## src/rtl/core/page_write_count_threshold_sync_core_assert.svh

```systemverilog
// Assertion macros shared by the page write counter RTL.
// Expect clk and rst_n in the including module; no other dependencies.
`ifndef PAGE_WRITE_COUNT_THRESHOLD_SYNC_CORE_ASSERT_SVH
`define PAGE_WRITE_COUNT_THRESHOLD_SYNC_CORE_ASSERT_SVH

// Same-cycle implication, checked outside reset.
`define PWCT_ASSERT_IMP(label, ante, cons) \
  label: assert property (@(posedge clk) disable iff (!rst_n) (ante) |-> (cons)) \
    else $error("pwct assertion failed");

// Next-cycle implication, checked outside reset.
`define PWCT_ASSERT_NXT(label, ante, cons) \
  label: assert property (@(posedge clk) disable iff (!rst_n) (ante) |=> (cons)) \
    else $error("pwct assertion failed");

`endif

```

## src/rtl/core/pwct_pkg.sv

```systemverilog
// Shared types and constants for the page write counter core.
// No dependencies; imported by pwct_ctrl, pwct_dp and the top level.
package pwct_pkg;

  localparam int PAGE_BYTES = 4096;
  localparam int MAX_PAGES  = 4096;

  localparam int ADDR_W     = 64;
  localparam int SIZE_W     = 7;
  localparam int LEN_W      = 25;
  localparam int THR_W      = 8;
  localparam int CNT_W      = 9;
  localparam int CFG_DATA_W = 64;
  localparam int CFG_IDX_W  = 2;

  localparam int PAGE_SHIFT = $clog2(PAGE_BYTES);
  localparam int PAGE_IDX_W = $clog2(MAX_PAGES);
  localparam int TRK_W      = PAGE_IDX_W + 1;
  localparam int OUT_PAGE_W = 12;

  localparam logic [THR_W-1:0] THR_RESET = THR_W'(194);

  typedef enum logic [CFG_IDX_W-1:0] {
    CFG_REGION_ENABLE  = 2'd0,
    CFG_REGION_BASE    = 2'd1,
    CFG_REGION_LENGTH  = 2'd2,
    CFG_SYNC_THRESHOLD = 2'd3
  } cfg_idx_t;

  typedef struct packed {
    logic [ADDR_W-1:0] flush_address;
    logic [SIZE_W-1:0] flush_size;
  } in_item_t;

  typedef struct packed {
    logic [OUT_PAGE_W-1:0] page_index;
    logic [CNT_W-1:0]      write_count;
  } out_item_t;

  // Controller to datapath
  typedef struct packed {
    logic clear;
    logic capture;
    logic calc;
    logic read;
    logic update;
  } cmd_t;

  // Datapath to controller
  typedef struct packed {
    logic clr_last;
    logic hit;
  } stat_t;

endpackage

```

## src/rtl/core/pwct_ctrl.sv

```systemverilog
// Sequencer for the page write counter core: clearing pass, then one
// request at a time through calc, read and, on a hit, update. Uses pwct_pkg.
module pwct_ctrl (
  input  logic           clk,
  input  logic           rst_n,
  input  logic           start,
  output logic           busy,
  input  pwct_pkg::stat_t stat_i,
  output pwct_pkg::cmd_t  cmd_o
);
  import pwct_pkg::*;

  typedef enum logic [2:0] {
    ST_CLEAR,
    ST_IDLE,
    ST_CALC,
    ST_READ,
    ST_UPDATE
  } state_t;

  state_t state_r, state_nxt;
  logic   busy_r, busy_nxt;

  always_comb begin
    state_nxt = state_r;
    unique case (state_r)
      ST_CLEAR:  if (stat_i.clr_last) state_nxt = ST_IDLE;
      ST_IDLE:   if (start) state_nxt = ST_CALC;
      ST_CALC:   state_nxt = ST_READ;
      ST_READ:   state_nxt = stat_i.hit ? ST_UPDATE : ST_IDLE;
      ST_UPDATE: state_nxt = ST_IDLE;
      default:   state_nxt = ST_IDLE;
    endcase
    busy_nxt = (state_nxt != ST_IDLE);
  end

  always_ff @(posedge clk) begin
    if (!rst_n) begin
      state_r <= ST_CLEAR;
      busy_r  <= 1'b1;
    end else begin
      state_r <= state_nxt;
      busy_r  <= busy_nxt;
    end
  end

  always_comb begin
    cmd_o         = '0;
    cmd_o.clear   = (state_r == ST_CLEAR);
    cmd_o.capture = (state_r == ST_IDLE) && start;
    cmd_o.calc    = (state_r == ST_CALC);
    cmd_o.read    = (state_r == ST_READ);
    cmd_o.update  = (state_r == ST_UPDATE);
  end

  assign busy = busy_r;

`include "page_write_count_threshold_sync_core_assert.svh"
  `PWCT_ASSERT_NXT(a_accept_to_calc, start && !busy_r, state_r == ST_CALC)
  `PWCT_ASSERT_NXT(a_read_exit, state_r == ST_READ,
                   state_r == ST_UPDATE || state_r == ST_IDLE)
  `PWCT_ASSERT_IMP(a_update_after_hit, state_r == ST_UPDATE,
                   $past(state_r == ST_READ) && $past(stat_i.hit))

endmodule

```

## config.mk

```make
export PLATFORM = sky130hd
export DESIGN_NAME = pwct_ctrl
export DESIGN_NICKNAME = d
export VERILOG_FILES = /design/src/rtl/core/pwct_pkg.sv /design/src/rtl/core/pwct_ctrl.sv
export VERILOG_INCLUDE_DIRS = /design/src /design/src/rtl/core
export SDC_FILE = /design/constraint.sdc
export NUM_CORES = 1
export LEC_CHECK = 0
export CAP_MARGIN = 20
export CORE_AREA = 2 2 39 41
export CTS_BUF_LIST = sky130_fd_sc_hd__clkbuf_2 sky130_fd_sc_hd__clkbuf_4 sky130_fd_sc_hd__clkbuf_8
export CTS_CLUSTER_DIAMETER = 150
export DETAILED_ROUTE_END_ITERATION = 8
export DIE_AREA = 0 0 41 43
export DONT_BUFFER_PORTS = 1
export PLACE_DENSITY = 0.35
export SLEW_MARGIN = 20
export SYNTH_ARGS = -nofsm -noshare
export SYNTH_HDL_FRONTEND = slang
export SYNTH_SLANG_ARGS = --single-unit
export TNS_END_PERCENT = 5
```

## constraint.sdc

```tcl
create_clock -name clk -period 1.25 [get_ports clk]
set_input_delay 0.25 -clock clk [delete_from_list [all_inputs] [get_ports clk]]
set_output_delay 0.25 -clock clk [all_outputs]
set_load 0.02 [all_outputs]
```

==> results by group, run 1 <==
Critical path
  – Reg2Reg Capture Point: busy
  – Worst Setup EP: cmd_o[1]
  – Worst setup EP type: output pin
  – CP Launch Type: register
  – Reg-to-Reg Start: state_r[1]
  – R2R setup slack: 0.10 ns
  – Critical path launch point: state_r[1]
  – Crit-path max FO: 3
  – CP arrival: 1.06 ns
  – R2R depth: 4
  – Data required, critical path: 1.00 ns
  – WS Path Type: register to output pin

Place
  – DP Cell Count: 46
  – IO buf count: 0
  – GP Congestion: ~0.75
  – Dpl hpwl: 415 µm
  – Pre-CTS WS: 0.146 ns

GRT
  – GRT Util Overall: 0.0832
  – Vias in the first global route: 236
  – Global-route wire length before repair: slightly below 900 µm
  – Remaining global-route overflow: 0
  – Initial antenna violation count: 0
  – Pin count of the biggest net entering global routing: 8

Power
  – Switching Share: 0.291
  – Power density over the cells: 1160 nW/µm²
  – Net Sw Power: 0.124 mW
  – Peak supply drop: 359 µV
  – LEAKAGE: 0.144 nW
  – Clock power share: 0.383
  – Total Power: 0.427 mW
  – Comb power frac: 0.271
  – Int Power: 0.303 mW
  – Flop pwr share: 0.346

Drt
  – Initial drt markers: 0
  – DR WL/cell: just over 10 µm
  – Routed WL: about 520 µm
  – Vias: 213
  – Vias per inst: 4.26
  – ANT nets after route: 0
  – Drt pass-1 iters: 1
  – DRC Markers: 0

Floorplanning
  – Die Ht: 43 µm
  – Die footprint: 1760 µm²
  – Rows: 14
  – Core ar.: 1380 µm²
  – I/O pin cnt: 11
  – Initial Util: 0.143
  – Die Width: 41 µm

Synthesis
  – Area contributors post-synth: dfxtp_1 41%, nor3b_2 6.3%, mux2_2 5.7%
  – Most common cell in the synthesized netlist: dfxtp_1
  – FF+latch count, synth: 4
  – Cells after synthesis: 23
  – Synth top area share: 0.405
  – Syn Area/Cell: 8.60 µm²
  – Sequential area share after synthesis: 0.405
  – Post-Syn Nets: 28
  – Post-synth top area cell: dfxtp_1
  – FFs w/ async S/R, synth: 0
  – Synth warnings: 0
  – Ys flop type: dfxtp_1
  – Number of distinct library cells after synthesis: 15
  – Synthesized cell area: just under 200 µm²
  – Leading post-synthesis cells by instance count: 4 x dfxtp_1, 3 x nor2_1, 2 x inv_1, 2 x nand2_1, 2 x nor3_1
  – Number of synthesized flops with an enable pin: 0

Job
  – Number of max-cap violations: 0

Cells and area
  – Ant diodes: 0
  – # nets final: 41
  – Fraction of layout cells with a size suffix above 1: 0.706
  – Layout Cells excl Fill: 50
  – Synth-to-Final Area Change: 86.7%

CTS
  – CTS sink cnt: 4
  – Root Driver: clkbuf_4
  – Hold bufs inserted after CTS: 0
  – Clock transition at path regs: approximately 0.040 ns
  – TritonCTS Buffers: 3
  – Clk_lat worst skew: 0.24 ns
  – CTS max path bufs: 2
  – TritonCTS clock tree: yes
  – H-tree depth: 1

Worst hold path
  – Worst min-delay path category: input port to register
  – Hold path depth: 2

Timing
  – Minimum clock period: about 1.3 ns
  – Setup Skew: 0.00535 ns
  – Actual slew at the worst max-slew pin: 0.211 ns
  – Pins Over Slew Limit: 0
  – RSZ-0062 raised after global routing: yes
  – Final setup fails: 4
  – Period Utilization, post-route: 1.05
  – Rel. slew slack: 0.859
  – Hold Slack: around 0.15 ns
  – Final hold violation count: 0
  – Fmax: 764 MHz
  – Final WS setup: -0.0580 ns

Outcome
  – Outcome: finished with violations
  – Failing checks: setup timing
state kept, by name, summed over array words and instances, names as in the netlist:
signal	flops
busy	1
state_r	3
worst min-delay path by stage:
stage	start	end	slack, ns
after floorplan	rst_n	state_r[0]	0.37
after global placement	rst_n	state_r[0]	0.39
after detailed placement	rst_n	state_r[0]	0.40
after CTS	rst_n	state_r[0]	0.15
after global routing	rst_n	state_r[0]	0.15
final	rst_n	state_r[0]	0.15
layout make-up:
| class | instances | area (µm²) |
|---|---|---|
| clock buffers | 3 | 22.5 |
| multi-input cells | 17 | 151 |
| repair buffers | 8 | 82.6 |
| flip-flops and latches | 4 | 82.6 |
| well taps | 16 | 20.0 |
| fillers | 142 | 1010 |
| inverters | 2 | 10.0 |
through the flow:
stage | utilization | instance area, µm² | TNS [ns]
after floorplan | - | 198 | 0
after global placement | 0.195 | 270 | 0
after detailed placement | 0.195 | 270 | 0
after CTS | 0.249 | 344 | -0.188
after global routing | 0.267 | 369 | -0.282
final | 0.267 | 369 | -0.131
cell families (layout without fill, tap and decap cells):
kind of cell	after synthesis	after routing	synth area share
compound gates	4	4	0.133
buf+inv	2	13	0.0380
flops	4	4	0.405
mux	1	1	0.0570
simple gates	12	12	0.367
placed cells by master (no fill, tap or decap), drive strengths merged:
cell type  n
and3       2
nor2       3
or3        1
o21ai      2
inv        2
mux2       1
buf        8
dfxtp      4
nor3       2
a211oi     1
nor3b      1
clkbuf     3
a21oi      1
or2b       1
nand2      2
power by group through the flow:
stage | Sequential [mW] | Clock, mW | Combinational, mW
floorplan | 0.152 | 0 | 0.0457
global placement | 0.148 | 0 | 0.0797
detailed placement | 0.148 | 0 | 0.0810
CTS | 0.147 | 0.168 | 0.102
global route | 0.149 | 0.174 | 0.126
finish | 0.147 | 0.164 | 0.116
per-layer routing:
layer  part of all wire  up-vias  track usage
met5                  0        -            0
met4              0.037        0       0.0800
met3              0.048        4       0.0471
met2               0.60        7        0.138
met1               0.31       97       0.0577
li1                   -      105            -
critical path, cell delays in order, from the launching register on:
cell and delay [ns]:
dfxtp_2 0.31, or2b_4 0.29, nor2_4 0.10, buf_6 0.12
repair_timing:
item	CTS	global route
setup buffers	1	0
gates resized for setup	14	6
setup endpoints to repair	5	5
gates cloned	0	0
pin swaps	3	1
Note: power is estimated with default switching activity, not from simulation.
==> run 2: changes to the inputs <==
Settings changed: ABC_AREA set to 1, PLACE_DENSITY 0.35 to 0.37.
==> run 2 against run 1 <==
Compared with the run above: the run now ends clean; global-route usage down 1.9 points; total power fell by 15%; critical path depth unchanged; critical path type unchanged; highest routed layer is now met3.
==> results by group, run 2 <==
Outcome
  – Outcome: finished, final reports clean

Synthesis
  – Synth top area share: 0.366 (-0.0393)
  – Synth warnings: 0 (unchanged)
  – FF+latch count, synth: 4 (unchanged)
  – Ys flop type: dfxtp_1
  – Most common cell in the synthesized netlist: inv_1
  – FFs w/ async S/R, synth: 0 (unchanged)
  – Post-synth top area cell: dfxtp_1
  – Cells after synthesis: 33 (+43%)
  – Area contributors post-synth: dfxtp_1 37%, inv_1 15%, nand2_1 10%
  – Synthesized cell area: 219 µm² (+11%)
  – Syn Area/Cell: 6.64 µm² (-23%)
  – Number of distinct library cells after synthesis: 12 (-3)
  – Leading post-synthesis cells by instance count: 9 x inv_1, 6 x nand2_1, 4 x dfxtp_1, 3 x nand3_1
  – Post-Syn Nets: 38 (+36%)
  – Number of synthesized flops with an enable pin: 0 (unchanged)
  – Sequential area share after synthesis: 0.366 (-0.0393)

Worst hold path
  – Worst min-delay path category: input port to register

Drt
  – DRC Markers: 0 (unchanged)
  – Top layer used by detailed routing: met3
  – Routed WL: 429 µm (-17%)
  – DR WL/cell: 7.94 µm (-23%)
  – Vias: 202 (-5.2%)
  – WL met1: 164 µm (+1.2%)
  – Vias per inst: 3.74 (-12%)
  – Drt pass-1 iters: 2 (+1)
  – ANT nets after route: 0 (unchanged)
  – WL met3: 30 µm (+20%)
  – Metal2 WL: 235 µm (-24%)
  – Initial drt markers: 2 (+2)

CTS
  – Root Driver: clkbuf_4
  – CTS max path bufs: 2 (unchanged)
  – H-tree depth: 1 (unchanged)
  – TritonCTS Buffers: 3 (unchanged)
  – CTS sink cnt: 4 (unchanged)
  – Hold bufs inserted after CTS: 0 (unchanged)
  – Clk_lat worst skew: 0.22 ns (-0.02 ns)
  – TritonCTS clock tree: yes
  – Clock transition at path regs: 0.03 ns (about the same)
  – Post-CTS Setup Repair Bufs: 0 (-1)

Timing
  – Actual slew at the worst max-slew pin: 0.191 ns (-0.0207 ns)
  – Rel. slew slack: 0.872 (+0.0128)
  – Minimum clock period: 1.20 ns (-0.107 ns)
  – Final hold violation count: 0 (unchanged)
  – Pins Over Slew Limit: 0 (unchanged)
  – Fmax: 833 MHz (+8.9%)
  – Final setup fails: 0 (-4)
  – RSZ-0062 raised after global routing: yes
  – Setup Skew: 0.000206 ns (-0.00514 ns)
  – Period Utilization, post-route: 0.961 (-0.0858)
  – Final WS setup: 0.0492 ns (+0.107 ns)

Cells and area
  – Filler Cells Inserted: 163 (+15%)
  – # nets final: 45 (+9.8%)
  – Commonest non-fill, non-tap cells in the layout: 7 x inv_1, 6 x nand2_1, 3 x clkbuf_4
  – Synth-to-Final Area Change: 34.9%
  – Cell area after layout: 295 µm² (-20%)
  – Biggest register: state_r
  – Ant diodes: 0 (unchanged)
  – Max FFs per register: 3 (unchanged)
  – Most common cell after layout, fill and taps aside: inv_1
  – Fraction of layout cells with a size suffix above 1: 0.447 (-0.259)

GRT
  – Vias in the first global route: 187 (-21%)
  – Global-route wire length before repair: 738 µm (-17%)
  – Pin count of the biggest net entering global routing: 8 (unchanged)
  – Initial antenna violation count: 0 (unchanged)
  – Remaining global-route overflow: 0 (unchanged)
  – GRT Util Overall: 0.0644 (-0.0189)

Floorplanning
  – Die Width: 41 µm (unchanged)
  – Core ar.: 1380 µm² (unchanged)
  – Die Ht: 43 µm (unchanged)
  – I/O pin cnt: 11 (unchanged)
  – Die footprint: 1760 µm² (unchanged)
  – Rows: 14 (unchanged)
  – Initial Util: 0.158 (+0.0154)

Power
  – LEAKAGE: 0.156 nW (+7.8%)
  – Clock power share: 0.409 (+0.026)
  – Power density over the cells: 1230 nW/µm² (+6.3%)
  – Peak supply drop: 290 µV (-19%)
  – Comb power frac: 0.166 (-0.105)
  – Total Power: 0.363 mW (-15%)
  – Net Sw Power: 0.0972 mW (-22%)
  – Switching Share: 0.268 (-0.0226)
  – Flop pwr share: 0.425 (+0.079)
  – Int Power: 0.266 mW (-12%)

Place
  – Area post-placement: 254 µm² (-6.0%)
  – IO buf count: 0 (unchanged)
  – Pre-CTS WS: 0.148 ns (+0.00185 ns)
  – Dpl hpwl: 373 µm (-10%)
  – GP Congestion: 0.551 (-27%)

Critical path
  – WS Path Type: register to output pin
  – Worst setup EP type: output pin
  – Data required, critical path: 1.00 ns (about the same)
  – CP Launch Type: register
  – Crit-path max FO: 5 (+2)
  – CP arrival: 0.95 ns (-0.11 ns)

Job
  – Number of max-cap violations: 0 (unchanged)
-- run 2: cells by family after synthesis --
| group | Yosys count | synth area share |
|---|---|---|
| flip-flops | 4 | 0.366 |
| buffers and inverters | 10 | 0.171 |
| AND/OR/NAND/NOR | 19 | 0.463 |
-- run 2: path summary, 6_finish.rpt --
check,start,end,slack [ns],depth (start not counted)
hold / removal,rst_n,busy,0.12,1
hold reg to reg,state_r[2],state_r[2],0.48,1
setup reg to reg,state_r[0],busy,0.24,5
setup / recovery,state_r[2],cmd_o[0],0.05,3
-- run 2: per-layer routing --
metal | track usage | up-vias
met4 | 0.0600 | 0
met5 | 0 | -
met3 | 0.0157 | 0
met1 | 0.0712 | 84
li1 | - | 110
met2 | 0.0938 | 8
-- run 2: timing repair --
item | 4_1_cts | 5_1_grt
hold endpoints to repair | 0 | 0
pin swaps | 0 | 0
gates resized for setup | 3 | 6
setup endpoints to repair | 3 | 4
-- run 2: power by group through the flow --
stage,sequential [mW],clock [mW],combinational (mW)
floorplan,0.153,0,0.0442
global placement,0.156,0,0.0573
detailed placement,0.156,0,0.0575
CTS,0.154,0.154,0.0583
global route,0.156,0.169,0.0701
finish,0.154,0.148,0.0602
-- run 2: area by class of cell --
cell class	count	area, µm²	area share
clock buffer	3	22.5	0.0763
inverter	10	40.0	0.136
multi-input combinational	19	111	0.377
sequential	4	86.3	0.292
tap	16	20.0	0.0678
timing repair buffer	2	15.0	0.0508
-- run 2: worst max-delay path, stage by stage, from the launching register on --
cell and delay (ns):
dfxtp_4 0.38, inv_2 0.05, nor3_1 0.13, buf_4 0.17
-- run 2: metrics by stage --
stage | util | TNS (ns) | cells | hold WS (ns)
2_1_floorplan | - | 0 | 33 | 0.334
3_3_place_gp | 0.184 | 0 | 51 | 0.339
3_5_place_dp | 0.184 | 0 | 51 | 0.347
4_1_cts | 0.202 | 0 | 54 | 0.113
5_1_grt | 0.213 | -0.0117 | 54 | 0.121
6_report | 0.213 | 0 | 54 | 0.115
==> run 3: changes to the inputs <==
Settings changed: CELL_PAD_IN_SITES_DETAIL_PLACEMENT set to 0, CELL_PAD_IN_SITES_GLOBAL_PLACEMENT set to 1, PLACE_DENSITY 0.37 to 0.46.
==> run 3 against run 2 <==
Compared with the run above: sequential cell count unchanged; highest routed layer unchanged; non-clock buffer count unchanged; hold slack got worse by 0.0041 ns; clock-buffer cell count unchanged; critical endpoint unchanged; global-route usage increased by 0.48 points; fmax decreased by 1.1%; die area unchanged; core utilization decreased by 0.54 points; register-to-register slack improved by 0.03 ns; first-iteration DRC count increased to 7.0 times the previous value; largest power group unchanged; largest cell class unchanged; sequential power about the same; clock power increased by 3%.
==> results by group, run 3 (synthesis results as in run 2) <==
Outcome
  – Outcome: finished, final reports clean

Critical path
  – Largest stage delay, worst path: 0.38 ns (about the same)
  – Buffers & Inverters on Critical Path: 2 (unchanged)
  – Crit-path slowest cell: dfxtp_4
  – Crit-path max FO: 5 (unchanged)
  – Delay-heaviest family, CP: flip-flops
  – WS Path Type: register to output pin
  – Worst setup EP type: output pin
  – Critical-path cell list: inv_2 > nor3_1 > buf_4
  – CP arrival: 0.96 ns (about the same)
  – Data required, critical path: 1.00 ns (about the same)
  – CP Launch Type: register

Drt
  – WL met1: 191 µm (+16%)
  – DR WL/cell: 8.26 µm (+4.0%)
  – Vias per inst: 3.78 (+0.99%)
  – Drt pass-1 iters: 4 (+2)
  – Routed WL: 446 µm (+4.0%)
  – Vias: 204 (+0.99%)
  – ANT nets after route: 0 (unchanged)
  – WL met3: 53 µm (+77%)
  – Initial drt markers: 14 (+12)
  – Metal2 WL: 202 µm (-14%)
  – DRC Markers: 0 (unchanged)
  – Top layer used by detailed routing: met3

Cells and area
  – Fraction of layout cells with a size suffix above 1: 0.447 (unchanged)
  – Ant diodes: 0 (unchanged)
  – Commonest non-fill, non-tap cells in the layout: 7 x inv_1, 6 x nand2_1, 3 x inv_2, 3 x clkbuf_4
  – Max FFs per register: 3 (unchanged)
  – Biggest register: state_r
  – Filler Cells Inserted: 164 (+0.61%)
  – Cell area after layout: 288 µm² (-2.5%)
  – Synth-to-Final Area Change: 31.4%
  – Most common cell after layout, fill and taps aside: inv_1
  – # nets final: 45 (unchanged)

CTS
  – Post-CTS Setup Repair Bufs: 0 (unchanged)
  – H-tree depth: 1 (unchanged)
  – TritonCTS Buffers: 3 (unchanged)
  – TritonCTS clock tree: yes
  – CTS max path bufs: 2 (unchanged)
  – Root Driver: clkbuf_4
  – Clk_lat worst skew: 0.23 ns (about the same)
  – CTS sink cnt: 4 (unchanged)
  – Clock transition at path regs: 0.04 ns (about the same)
  – Hold bufs inserted after CTS: 0 (unchanged)

GRT
  – Remaining global-route overflow: 0 (unchanged)
  – Initial antenna violation count: 0 (unchanged)
  – Vias in the first global route: 208 (+11%)
  – GRT Util Overall: 0.0692 (+0.00482)
  – Global-route wire length before repair: 793 µm (+7.5%)
  – Pin count of the biggest net entering global routing: 8 (unchanged)

Worst hold path
  – Worst min-delay path category: input port to register

Timing
  – Rel. slew slack: 0.862 (-0.0103)
  – Hold Slack: 0.111 ns (-0.00406 ns)
  – Final hold violation count: 0 (unchanged)
  – Pins Over Slew Limit: 0 (unchanged)
  – Minimum clock period: 1.21 ns (+0.0138 ns)
  – Setup TNS: 0 ns (unchanged)
  – Fmax: 823 MHz (-1.1%)
  – RSZ-0062 raised after global routing: yes
  – Final setup fails: 0 (unchanged)
  – Actual slew at the worst max-slew pin: 0.207 ns (+0.0169 ns)
  – Setup Skew: 0.00127 ns (+0.00107 ns)
  – Period Utilization, post-route: 0.972 (+0.0111)
  – Final WS setup: 0.0354 ns (-0.0138 ns)

Place
  – Area post-placement: 254 µm² (unchanged)
  – IO buf count: 0 (unchanged)
  – GP Congestion: 0.622 (+13%)
  – Dpl hpwl: 363 µm (-2.8%)
  – Pre-CTS WS: 0.160 ns (+0.0117 ns)

Job
  – Number of max-cap violations: 0 (unchanged)

Floorplanning
  – Rows: 14 (unchanged)
  – Core ar.: 1380 µm² (unchanged)
  – Initial Util: 0.158 (unchanged)
  – Die footprint: 1760 µm² (unchanged)
  – Die Ht: 43 µm (unchanged)
  – Die Width: 41 µm (unchanged)
  – I/O pin cnt: 11 (unchanged)

Power
  – Power density over the cells: 1270 nW/µm² (+3.0%)
  – Total Power: 0.364 mW (+0.40%)
  – Peak supply drop: 382 µV (+32%)
  – LEAKAGE: 0.154 nW (-1.1%)
## run 3: cell types whose count changed in the layout (fill, tap and decap cells not counted)
cell / before / now
inv_2: 2 / 3
inv_4: 1 / 0
nor2_2: 0 / 1
nor2_4: 2 / 1
## run 3: worst paths after layout
| check | from | endpoint | slack [ns] | cells past startpoint |
|---|---|---|---|---|
| worst max-delay path | state_r[2] | cmd_o[0] | 0.04 | 3 |
| worst min-delay path | rst_n | busy | 0.11 | 1 |
| worst max register to register | state_r[0] | busy | 0.27 | 5 |
| worst min register to register | state_r[2] | state_r[2] | 0.47 | 1 |
## run 3: final cells by class
class	instances	area, µm²	area share
multi-input combinational	19	106	0.370
sequential	4	86.3	0.300
inverter	10	37.5	0.130
clock buffer	3	22.5	0.0783
tap	16	20.0	0.0696
timing repair buffer	2	15.0	0.0522
## run 3: report_power, final
part,switching (mW),leakage [nW],total [mW],internal (mW)
Combinational,0.0375,0.106,0.0584,0.0209
Clock,0.0460,0.0138,0.153,0.107
Sequential,0.0159,0.0344,0.153,0.137
Total,0.0995,0.154,0.364,0.265
## run 3: per-stage QoR
stage               std cells  utilization
floorplan                  33            -
global placement           51        0.184
detailed placement         51        0.184
CTS                        54        0.203
global route               54        0.208
finish                     54        0.208
## run 3: layer usage
layer	vias up	GRT usage
li1	109	-
met3	0	0.0524
met4	0	0.0400
met5	-	0
met2	8	0.0844
met1	87	0.0833
## run 3: repair_timing
item	4_1_cts	5_1_grt
cloned	0	0
setup endpoints to repair	3	3
resized for setup	4	3
endpoints found under the hold margin	0	0
